--- config.mk ---
export PLATFORM = sky130hd
export DESIGN_NAME = pid_slew_limited_controller
export DESIGN_NICKNAME = d
export VERILOG_FILES = /design/src/rtl/core/pslc_pkg.sv /design/src/rtl/core/pslc_mul.sv /design/src/rtl/core/pslc_div.sv /design/src/rtl/core/pid_slew_limited_controller.sv
export SDC_FILE = /design/constraint.sdc
export NUM_CORES = 2
export LEC_CHECK = 0
export BUFFER_PORTS_ARGS = -buffer_cell sky130_fd_sc_hd__buf_2
export CAP_MARGIN = 20
export CORE_MARGIN = 8
export CORE_UTILIZATION = 55
export CTS_CLUSTER_SIZE = 20
export DETAILED_ROUTE_END_ITERATION = 12
export GPL_TIMING_DRIVEN = 0
export PLACE_DENSITY = 0.72
export SLEW_MARGIN = 20
export SYNTH_ARGS = -nofsm -noshare
export SYNTH_HDL_FRONTEND = slang
export SYNTH_SLANG_ARGS = --single-unit
--- constraint.sdc ---
create_clock -name i_clk -period 18.31 [get_ports i_clk]
set_input_delay 0 -clock i_clk [delete_from_list [all_inputs] [get_ports i_clk]]
set_output_delay 0 -clock i_clk [all_outputs]
set_load 0.01 [all_outputs]
--- src/rtl/core/pslc_pkg.sv ---
// ----------------------------------------------------------------------------
// pslc_pkg
// Shared widths and register indexes of the slew-limited PID controller.
// ----------------------------------------------------------------------------
package pslc_pkg;

    // Integral accumulator width, 32 to 64
    localparam int PSLC_IB      = 48;

    // Serial multiplier: wide multiplicand, bit-serial multiplier operand
    localparam int PSLC_A_W     = 64;
    localparam int PSLC_B_W     = 24;
    localparam int PSLC_P_W     = PSLC_A_W + PSLC_B_W;

    // Serial divider: dividend and divisor widths
    localparam int PSLC_N_W     = 64;
    localparam int PSLC_DEN_W   = 16;

    // Configuration port
    localparam int PSLC_CFG_IDX_W = 3;
    localparam int PSLC_CFG_W     = 24;

    typedef enum logic [PSLC_CFG_IDX_W-1:0] {
        CFG_GAIN_P = 3'd0,
        CFG_GAIN_I = 3'd1,
        CFG_GAIN_D = 3'd2,
        CFG_SLEW   = 3'd3,
        CFG_TARGET = 3'd4
    } t_cfg_idx;

endpackage

--- src/rtl/core/pslc_mul.sv ---
// ----------------------------------------------------------------------------
// pslc_mul
// Shift-add multiplier, one bit of the multiplier operand per cycle.
// ----------------------------------------------------------------------------
module pslc_mul import pslc_pkg::*; (
    input  logic                i_clk,
    input  logic                i_rst_n,
    input  logic                i_start,
    input  logic [PSLC_A_W-1:0] i_a,
    input  logic [PSLC_B_W-1:0] i_b,
    output logic                o_done,
    output logic [PSLC_P_W-1:0] o_p
);

    localparam int CNT_W = $clog2(PSLC_B_W);

    logic                r_busy;
    logic                r_done;
    logic [CNT_W-1:0]    r_cnt;
    logic [PSLC_P_W-1:0] r_acc;
    logic [PSLC_P_W-1:0] r_a;
    logic [PSLC_B_W-1:0] r_b;

    // Control: run for one pass over the multiplier bits
    always_ff @(posedge i_clk) begin
        if (!i_rst_n) begin
            r_busy <= 1'b0;
            r_done <= 1'b0;
            r_cnt  <= '0;
        end else begin
            r_done <= 1'b0;
            if (i_start) begin
                r_busy <= 1'b1;
                r_cnt  <= '0;
            end else if (r_busy) begin
                r_cnt <= r_cnt + CNT_W'(1);
                if (r_cnt == CNT_W'(PSLC_B_W - 1)) begin
                    r_busy <= 1'b0;
                    r_done <= 1'b1;
                end
            end
        end
    end

    // Datapath: add the shifted multiplicand when the current bit is set
    always_ff @(posedge i_clk) begin
        if (i_start) begin
            r_acc <= '0;
            r_a   <= PSLC_P_W'(i_a);
            r_b   <= i_b;
        end else if (r_busy) begin
            if (r_b[0]) begin
                r_acc <= r_acc + r_a;
            end
            r_a <= r_a << 1;
            r_b <= r_b >> 1;
        end
    end

    assign o_done = r_done;
    assign o_p    = r_acc;

endmodule

--- src/rtl/core/pslc_div.sv ---
// ----------------------------------------------------------------------------
// pslc_div
// Restoring divider, one quotient bit per cycle.
// ----------------------------------------------------------------------------
module pslc_div import pslc_pkg::*; (
    input  logic                  i_clk,
    input  logic                  i_rst_n,
    input  logic                  i_start,
    input  logic [PSLC_N_W-1:0]   i_num,
    input  logic [PSLC_DEN_W-1:0] i_den,
    output logic                  o_done,
    output logic [PSLC_N_W-1:0]   o_quo
);

    localparam int CNT_W = $clog2(PSLC_N_W);

    logic                  r_busy;
    logic                  r_done;
    logic [CNT_W-1:0]      r_cnt;
    logic [PSLC_N_W-1:0]   r_num;
    logic [PSLC_DEN_W-1:0] r_den;
    logic [PSLC_DEN_W-1:0] r_rem;
    logic [PSLC_DEN_W:0]   shifted;
    logic [PSLC_DEN_W:0]   trial;
    logic                  fits;

    // Bring down the next dividend bit and try the subtraction
    assign shifted = {r_rem, r_num[PSLC_N_W-1]};
    assign trial   = shifted - {1'b0, r_den};
    assign fits    = (shifted >= {1'b0, r_den});

    // Control: one pass over the dividend bits
    always_ff @(posedge i_clk) begin
        if (!i_rst_n) begin
            r_busy <= 1'b0;
            r_done <= 1'b0;
            r_cnt  <= '0;
        end else begin
            r_done <= 1'b0;
            if (i_start) begin
                r_busy <= 1'b1;
                r_cnt  <= '0;
            end else if (r_busy) begin
                r_cnt <= r_cnt + CNT_W'(1);
                if (r_cnt == CNT_W'(PSLC_N_W - 1)) begin
                    r_busy <= 1'b0;
                    r_done <= 1'b1;
                end
            end
        end
    end

    // Datapath: quotient bits shift in behind the dividend
    always_ff @(posedge i_clk) begin
        if (i_start) begin
            r_num <= i_num;
            r_den <= i_den;
            r_rem <= '0;
        end else if (r_busy) begin
            r_rem <= fits ? trial[PSLC_DEN_W-1:0] : shifted[PSLC_DEN_W-1:0];
            r_num <= {r_num[PSLC_N_W-2:0], fits};
        end
    end

    assign o_done = r_done;
    assign o_quo  = r_num;

endmodule

--- src/rtl/core/pid_slew_limited_controller.sv ---
// ----------------------------------------------------------------------------
// pid_slew_limited_controller
// PID controller with integral saturation and output slew-rate limit.
// ----------------------------------------------------------------------------
// One transaction in, one drive value out. The first transaction after reset
// only arms the controller and a transaction with zero elapsed time leaves
// the state alone; both go straight to the output state and answer zero. A
// regular update runs six passes of the bit-serial multiplier and three
// passes of the bit-serial divider in sequence, then sums, clamps and loads
// the output; those two shared units set the rate. One transaction is in
// work at a time; the next is taken while the previous drive still waits in
// the output register. Write the configuration only while the block is idle.
// ----------------------------------------------------------------------------
module pid_slew_limited_controller import pslc_pkg::*; (
    input  logic                      i_clk,
    input  logic                      i_rst_n,
    // configuration
    input  logic                      i_cfg_wr_en,
    input  logic [PSLC_CFG_IDX_W-1:0] i_cfg_index,
    input  logic [PSLC_CFG_W-1:0]     i_cfg_data,
    // input channel
    input  logic                      i_in_valid,
    output logic                      o_in_stall,
    input  logic signed [23:0]        i_measured,
    input  logic [15:0]               i_elapsed_ms,
    // output channel
    output logic                      o_out_valid,
    input  logic                      i_out_stall,
    output logic signed [15:0]        o_drive
);

    localparam int SUM_W = PSLC_A_W + 2;
    localparam logic signed [SUM_W-1:0] SMAX = (SUM_W'(1) << (PSLC_IB - 1)) - SUM_W'(1);
    localparam logic signed [SUM_W-1:0] SMIN = -SMAX - SUM_W'(1);
    localparam logic [PSLC_P_W-1:0]     ISAT = PSLC_P_W'(1) << 62;
    localparam logic [PSLC_B_W-1:0]     K1000 = PSLC_B_W'(1000);
    localparam logic signed [49:0]      DRIVE_MAX = 50'sd32512;

    typedef enum logic [12:0] {
        S_IDLE  = 13'b0000000000001,
        S_INC   = 13'b0000000000010,
        S_P     = 13'b0000000000100,
        S_I     = 13'b0000000001000,
        S_IDIV  = 13'b0000000010000,
        S_D1    = 13'b0000000100000,
        S_D2    = 13'b0000001000000,
        S_DDIV  = 13'b0000010000000,
        S_MC    = 13'b0000100000000,
        S_MCDIV = 13'b0001000000000,
        S_SUM   = 13'b0010000000000,
        S_CLAMP = 13'b0100000000000,
        S_OUT   = 13'b1000000000000
    } t_state;

    t_state                     r_state;

    // configuration registers
    logic [23:0]                r_gain_p;
    logic [23:0]                r_gain_i;
    logic [23:0]                r_gain_d;
    logic [23:0]                r_slew;
    logic signed [23:0]         r_target;

    // controller state
    logic                       r_armed;
    logic signed [PSLC_IB-1:0]  r_esum;
    logic signed [24:0]         r_prev_err;
    logic signed [15:0]         r_prev_drive;

    // per-transaction working registers
    logic [15:0]                r_ms;
    logic signed [24:0]         r_err;
    logic                       r_neg;
    logic signed [63:0]         r_p;
    logic signed [63:0]         r_i;
    logic signed [63:0]         r_d;
    logic [30:0]                r_mc;
    logic signed [47:0]         r_sum;
    logic signed [15:0]         r_result;

    // shared unit handshake
    logic                       r_mul_start;
    logic [PSLC_A_W-1:0]        r_mul_a;
    logic [PSLC_B_W-1:0]        r_mul_b;
    logic                       r_div_start;
    logic [PSLC_N_W-1:0]        r_div_num;
    logic [PSLC_DEN_W-1:0]      r_div_den;
    logic                       mul_done;
    logic [PSLC_P_W-1:0]        mul_p;
    logic                       div_done;
    logic [PSLC_N_W-1:0]        div_q;

    // output register
    logic                       r_out_valid;
    logic signed [15:0]         r_drive;

    // combinational helpers
    logic                       in_acc;
    logic                       out_free;
    logic signed [24:0]         err_now;
    logic [24:0]                err_mag;
    logic signed [SUM_W-1:0]    inc_ext;
    logic signed [SUM_W-1:0]    esum_new;
    logic signed [PSLC_IB-1:0]  esum_sat;
    logic signed [63:0]         esum64;
    logic [63:0]                esum_mag;
    logic signed [25:0]         derr;
    logic [25:0]                derr_mag;
    logic [PSLC_P_W-1:0]        i_prod_sat;
    logic signed [63:0]         quo_signed;
    logic signed [63:0]         tot;
    logic [63:0]                tot_mag;
    logic [47:0]                tot_shift;
    logic signed [49:0]         sum_ext;
    logic signed [49:0]         lim_lo;
    logic signed [49:0]         lim_hi;
    logic signed [49:0]         slewed;
    logic signed [49:0]         clamped;

    // Magnitude of a stored error
    function automatic logic [24:0] err_mag_reg(input logic signed [24:0] e);
        err_mag_reg = e[24] ? 25'(-e) : e;
    endfunction

    assign in_acc   = i_in_valid && !o_in_stall;
    assign out_free = !r_out_valid || !i_out_stall;

    // Error and its magnitude for the first multiply
    assign err_now  = 25'(r_target) - 25'(i_measured);
    assign err_mag  = err_now[24] ? 25'(-err_now) : err_now;

    // Saturating integral update
    assign inc_ext  = r_neg ? -SUM_W'(mul_p[40:0]) : SUM_W'(mul_p[40:0]);
    assign esum_new = SUM_W'(r_esum) + inc_ext;
    always_comb begin
        priority if (esum_new > SMAX) begin
            esum_sat = PSLC_IB'(SMAX);
        end else if (esum_new < SMIN) begin
            esum_sat = PSLC_IB'(SMIN);
        end else begin
            esum_sat = PSLC_IB'(esum_new);
        end
    end

    assign esum64   = 64'(r_esum);
    assign esum_mag = esum64[63] ? 64'(-esum64) : esum64;

    assign derr     = 26'(r_err) - 26'(r_prev_err);
    assign derr_mag = derr[25] ? 26'(-derr) : derr;

    assign i_prod_sat = (mul_p > ISAT) ? ISAT : mul_p;
    assign quo_signed = r_neg ? -$signed(div_q) : $signed(div_q);

    // Sum of terms, scaled to Q8.8 with truncation toward zero
    assign tot       = r_p + r_i + r_d;
    assign tot_mag   = tot[63] ? 64'(-tot) : tot;
    assign tot_shift = tot_mag[63:16];

    // Slew window around the last drive, then the fixed output range
    assign sum_ext = 50'(r_sum);
    assign lim_lo  = 50'(r_prev_drive) - $signed(50'(r_mc));
    assign lim_hi  = 50'(r_prev_drive) + $signed(50'(r_mc));
    always_comb begin
        priority if (sum_ext < lim_lo) begin
            slewed = lim_lo;
        end else if (sum_ext > lim_hi) begin
            slewed = lim_hi;
        end else begin
            slewed = sum_ext;
        end
        priority if (slewed < -DRIVE_MAX) begin
            clamped = -DRIVE_MAX;
        end else if (slewed > DRIVE_MAX) begin
            clamped = DRIVE_MAX;
        end else begin
            clamped = slewed;
        end
    end

    // Configuration writes
    always_ff @(posedge i_clk) begin
        if (!i_rst_n) begin
            r_gain_p <= '0;
            r_gain_i <= '0;
            r_gain_d <= '0;
            r_slew   <= '0;
            r_target <= '0;
        end else if (i_cfg_wr_en) begin
            unique case (t_cfg_idx'(i_cfg_index))
                CFG_GAIN_P: r_gain_p <= i_cfg_data;
                CFG_GAIN_I: r_gain_i <= i_cfg_data;
                CFG_GAIN_D: r_gain_d <= i_cfg_data;
                CFG_SLEW:   r_slew   <= i_cfg_data;
                CFG_TARGET: r_target <= $signed(i_cfg_data);
                default: ;
            endcase
        end
    end

    // Sequencer over the shared multiplier and divider
    always_ff @(posedge i_clk) begin
        if (!i_rst_n) begin
            r_state      <= S_IDLE;
            r_armed      <= 1'b0;
            r_esum       <= '0;
            r_prev_err   <= '0;
            r_prev_drive <= '0;
            r_mul_start  <= 1'b0;
            r_div_start  <= 1'b0;
            r_out_valid  <= 1'b0;
        end else begin
            r_mul_start <= 1'b0;
            r_div_start <= 1'b0;
            if (r_out_valid && !i_out_stall) begin
                r_out_valid <= 1'b0;
            end
            unique case (r_state)
                S_IDLE: begin
                    if (in_acc) begin
                        r_ms  <= i_elapsed_ms;
                        r_err <= err_now;
                        r_neg <= err_now[24];
                        if (!r_armed) begin
                            r_armed      <= 1'b1;
                            r_prev_drive <= '0;
                            r_result     <= '0;
                            r_state      <= S_OUT;
                        end else if (i_elapsed_ms == '0) begin
                            r_result <= '0;
                            r_state  <= S_OUT;
                        end else begin
                            r_mul_a     <= PSLC_A_W'(err_mag);
                            r_mul_b     <= PSLC_B_W'(i_elapsed_ms);
                            r_mul_start <= 1'b1;
                            r_state     <= S_INC;
                        end
                    end
                end
                S_INC: begin
                    if (mul_done) begin
                        r_esum      <= esum_sat;
                        r_mul_a     <= PSLC_A_W'(err_mag_reg(r_err));
                        r_mul_b     <= r_gain_p;
                        r_mul_start <= 1'b1;
                        r_state     <= S_P;
                    end
                end
                S_P: begin
                    if (mul_done) begin
                        r_p         <= r_neg ? -$signed(64'(mul_p[48:0]))
                                             : $signed(64'(mul_p[48:0]));
                        r_neg       <= r_esum[PSLC_IB-1];
                        r_mul_a     <= esum_mag;
                        r_mul_b     <= r_gain_i;
                        r_mul_start <= 1'b1;
                        r_state     <= S_I;
                    end
                end
                S_I: begin
                    if (mul_done) begin
                        r_div_num   <= i_prod_sat[PSLC_N_W-1:0];
                        r_div_den   <= PSLC_DEN_W'(K1000);
                        r_div_start <= 1'b1;
                        r_state     <= S_IDIV;
                    end
                end
                S_IDIV: begin
                    if (div_done) begin
                        r_i         <= quo_signed;
                        r_neg       <= derr[25];
                        r_mul_a     <= PSLC_A_W'(derr_mag);
                        r_mul_b     <= r_gain_d;
                        r_mul_start <= 1'b1;
                        r_state     <= S_D1;
                    end
                end
                S_D1: begin
                    if (mul_done) begin
                        r_mul_a     <= mul_p[PSLC_A_W-1:0];
                        r_mul_b     <= K1000;
                        r_mul_start <= 1'b1;
                        r_state     <= S_D2;
                    end
                end
                S_D2: begin
                    if (mul_done) begin
                        r_div_num   <= mul_p[PSLC_N_W-1:0];
                        r_div_den   <= r_ms;
                        r_div_start <= 1'b1;
                        r_state     <= S_DDIV;
                    end
                end
                S_DDIV: begin
                    if (div_done) begin
                        r_d         <= quo_signed;
                        r_mul_a     <= PSLC_A_W'(r_slew);
                        r_mul_b     <= PSLC_B_W'(r_ms);
                        r_mul_start <= 1'b1;
                        r_state     <= S_MC;
                    end
                end
                S_MC: begin
                    if (mul_done) begin
                        r_div_num   <= mul_p[PSLC_N_W-1:0];
                        r_div_den   <= PSLC_DEN_W'(K1000);
                        r_div_start <= 1'b1;
                        r_state     <= S_MCDIV;
                    end
                end
                S_MCDIV: begin
                    if (div_done) begin
                        r_mc    <= div_q[30:0];
                        r_state <= S_SUM;
                    end
                end
                S_SUM: begin
                    r_sum   <= tot[63] ? -$signed(tot_shift) : $signed(tot_shift);
                    r_state <= S_CLAMP;
                end
                S_CLAMP: begin
                    r_result     <= 16'(clamped);
                    r_prev_drive <= 16'(clamped);
                    r_prev_err   <= r_err;
                    r_state      <= S_OUT;
                end
                S_OUT: begin
                    if (out_free) begin
                        r_drive     <= r_result;
                        r_out_valid <= 1'b1;
                        r_state     <= S_IDLE;
                    end
                end
                default: r_state <= S_IDLE;
            endcase
        end
    end

    pslc_mul u_mul (
        .i_clk   (i_clk),
        .i_rst_n (i_rst_n),
        .i_start (r_mul_start),
        .i_a     (r_mul_a),
        .i_b     (r_mul_b),
        .o_done  (mul_done),
        .o_p     (mul_p)
    );

    pslc_div u_div (
        .i_clk   (i_clk),
        .i_rst_n (i_rst_n),
        .i_start (r_div_start),
        .i_num   (r_div_num),
        .i_den   (r_div_den),
        .o_done  (div_done),
        .o_quo   (div_q)
    );

    assign o_in_stall  = (r_state != S_IDLE);
    assign o_out_valid = r_out_valid;
    assign o_drive     = r_drive;

`ifndef ASSERT_OFF
    // An accepted transaction closes the input until it is done
    a_in_closes: assert property (@(posedge i_clk) disable iff (!i_rst_n)
        (i_in_valid && !o_in_stall) |=> o_in_stall)
        else $error("input open right after accepting a transaction");

    // The integral cannot move before the controller is armed
    a_esum_unarmed: assert property (@(posedge i_clk) disable iff (!i_rst_n)
        !r_armed |-> (r_esum == '0))
        else $error("integral changed before arming");

    // Delivered drive stays inside the output range
    a_drive_range: assert property (@(posedge i_clk) disable iff (!i_rst_n)
        o_out_valid |-> (o_drive >= -16'sd32512 && o_drive <= 16'sd32512))
        else $error("drive out of range");

    // The shared units never finish in the same cycle
    a_one_unit: assert property (@(posedge i_clk) disable iff (!i_rst_n)
        !(mul_done && div_done))
        else $error("multiplier and divider both finished");
`endif

endmodule
==> impl_results.md <==
* Die height at 367.7 um
* Worst path max stage delay at 800 ps
* Slew @ Worst Pin at 1135 ps
* Largest net degree at the start of global routing at 51
* Peak supply drop at 0.09149 mV
* Fillers at 10334
* Critical path class: reg2reg
* GP Congestion at 0.9996
* Mean post-synth cell area at 9.474 um^2
* Starting density of the core at 55.23%
* # rows at 129
* Final hold violations at 0
* Port Buffer Count at 89
* Pwr dens at 95.38 mW/mm^2
* Critical path arrival at 11560 ps
* Post-Syn Nets at 7752
* Clk pin slew, worst setup/hold paths at 70 ps
* Setup TNS after final layout at 0 ps
* Post-synth EDFFs at 681
* R2r setup slk at 7430 ps
* Routed Antenna Nets at 0
* I/O pins at 90
* Core ar. at 0.1232 mm^2
* Initial antenna violation count at 7
* Die X at 367.7 um
* Status: finished, final reports clean
* Hold-fix buffers at CTS at 66
* Vias/cell at 6.082
* Post CTS Setup Buffer Count at 0
* Minimum clock period at 10880 ps
* HP Class: in2reg
* RSZ-0062 raised after global routing: false
* Register bit total from synthesis at 1050
* Residual DRC at 0
* CP max-delay cell: dfxtp_2
* Most frequent cells in the layout: nand2_1 (863), edfxtp_1 (681), a21oi_1 (534)
* HP Start: i_elapsed_ms[11]
* Yosys warnings at 0
* Critical R2R Launch: r_prev_drive[15]
* Layout cells sized above 1 at 7.473%
* Vias in the first global route at 54833
* Clock root cell: clkbuf_16
* Critical path required time at 18990 ps
* Final Total Pwr at 7195 uW
* Startpoint Class: flop
* Worst-skew pair later-pin latency at 760 ps
* Hold depth at 2
* Clk_skew at 48.33 ps
* Uppermost layer routed: met4
* Ys async rst share at 0%
* Drt first pass iters at 7
* Met3 WL at 12510 um
* Avg WL per Cell at 22.21 um
* Hold EP: r_ms[11]
* Max-cap viol count at 0
* WL final at 204800 um
* Final Util at 61.25%
* P_leak at 0.02837 uW
* CTS Buf Count at 108
* Setup crit end kind: flop
* Resized cells post-CTS at 0
* CP Max Fanout at 34
* Die Footprint at 0.1352 mm^2
* End of the worst register-to-register path: r_prev_drive[4]
* Post-Syn Instances at 7179
* Commonest non-fill, non-tap cell in the layout: nand2_1
* Worst Reg2Reg Path Length in Cells at 33
* Nets@finish at 8052
* GRT Residual Overflow at 0
* Period utilisation layout at 59.45%
* Peak Freq at 91.87 MHz
* Global-route wire length before repair at 313800 um
* Vias at 56078
* Max-slew headroom at 24.22%
* DRT iter0 DRCs at 4560
* Area added between synthesis and finish at 10.91%
* Pins Over Slew Limit at 0
* Count of cell types in the netlist at 99
* All-layer global routing usage at 29.25%
* Clk buf depth at 3
* Setup violators final at 0
* Primary FF master, synth: edfxtp_1
* CTS sink cnt at 1050
* Register area share after synthesis at 40.93%
* Met2 Routed Length at 99110 um
* CTS tree: done
* Metal-1 WL at 81640 um
* Htree depth at 3
* Final HPWL DP at 160400 um
* Post-Syn Area at 0.06801 mm^2
==> per-stage QoR <==
step | worst slack (ps) | std cells | cell area (um^2) | hold WS (ps)
detailed placement | 7618 | 8940 | 71100 | 214.5
finish | 7425 | 9221 | 75430 | 51.19
global route | 6963 | 9217 | 75420 | 48.49
CTS | 7608 | 9211 | 75410 | 5.536
floorplan | 8940 | 7179 | 68010 | 98.87
global placement | 3487 | 8905 | 70510 | 215.3
==> synthesized netlist by cell type, types with 29 or more instances <==
cell type,instances,area [um^2]
a211oi_1,78,585.6
a21boi_0,162,1216
a21o_1,196,1471
a21oi_1,535,2678
a221oi_1,29,254.0
a222oi_1,30,300.3
a31oi_1,49,306.5
and2_1,152,950.9
and3_1,51,319.1
clkbuf_1,289,1085
dfxtp_1,369,7387
edfxtp_1,681,20450
fa_1,71,1421
ha_1,430,5380
inv_1,284,1066
mux2_2,155,1745
mux2i_1,63,630.6
nand2_1,863,3239
nand2b_1,70,437.9
nand3_1,140,700.7
nand4_1,85,531.8
nor2_1,430,1614
nor2b_1,74,462.9
nor3_1,103,515.5
nor4_1,60,375.4
o211ai_1,37,277.8
o21a_1,65,488.0
o21ai_0,413,2067
o21bai_1,53,397.9
o31ai_1,81,608.1
o41ai_1,32,280.3
or3_1,70,437.9
or4_1,53,397.9
xnor2_1,398,3486
xor2_1,168,1471
==> report_power, final <==
group	internal, uW	total, uW	switching (uW)
registers	2760	2960	199
logic	759	1970	1210
clock network	1280	2270	983
==> cells by family after synthesis <==
kind of cell             Yosys count  share of synthesized area [%]
AO/OA/AOI/OAI                   1938                          18.41
XOR/XNOR                         566                          7.289
adder cells (fa/ha/maj)          501                          10.00
buffers and inverters            607                          3.378
flip-flops                      1050                          40.93
multiplexers                     218                          3.494
AND/OR/NAND/NOR                 2299                          16.50
==> critical path, delay by kind of cell, from the launching register on <==
family	cells	cell delay [ps]
AO/OA/AOI/OAI	13	3640
multiplexers	1	320
XOR/XNOR	1	130
flip-flops	1	800
adder cells (fa/ha/maj)	2	560
buffers and inverters	5	2050
AND/OR/NAND/NOR	11	3290
==> cell type report <==
class                      instances  area (um^2)  area share (%)
multi-input combinational       5522        38020           50.40
sequential                      1050        27840           36.91
clock buffer                     159         3098           4.107
tap                             1637         2048           2.715
timing repair buffer             190         1549           2.054
buffer                           322         1231           1.632
inverter                         285         1072           1.422
clock inverter                    46        550.5          0.7298
antenna                           10        25.02         0.03317
==> layer usage <==
layer	vias up	global-route usage, %
li1	26799	-
met1	26825	35.50
met2	1929	50.70
met3	525	3.845
met4	0	15.12
met5	-	0
==> state kept, by name, summed over array words and instances (netlist names), 25 cells and up <==
| name | count |
|---|---|
| u_mul.o_p | 88 |
| u_mul.r_a | 88 |
| r_d | 64 |
| r_div_num | 64 |
| r_i | 64 |
| r_mul_a | 64 |
| r_p | 64 |
| u_div.o_quo | 64 |
| r_esum | 48 |
| r_sum | 48 |
| r_mc | 31 |
| r_err | 25 |
| r_prev_err | 25 |
==> how the worst max path moves through the flow <==
stage	endpoint	slack (ps)	from
CTS	r_prev_drive[4]	7610	r_prev_drive[15]
detailed placement	r_prev_drive[4]	7620	r_prev_drive[15]
global route	r_prev_drive[6]	6960	r_prev_drive[15]
floorplan	r_mul_a[0]	8940	r_state[12]
finish	r_prev_drive[4]	7430	r_prev_drive[15]
global placement	r_mul_a[63]	3490	r_state[12]
(Power assumes the default switching activity.)
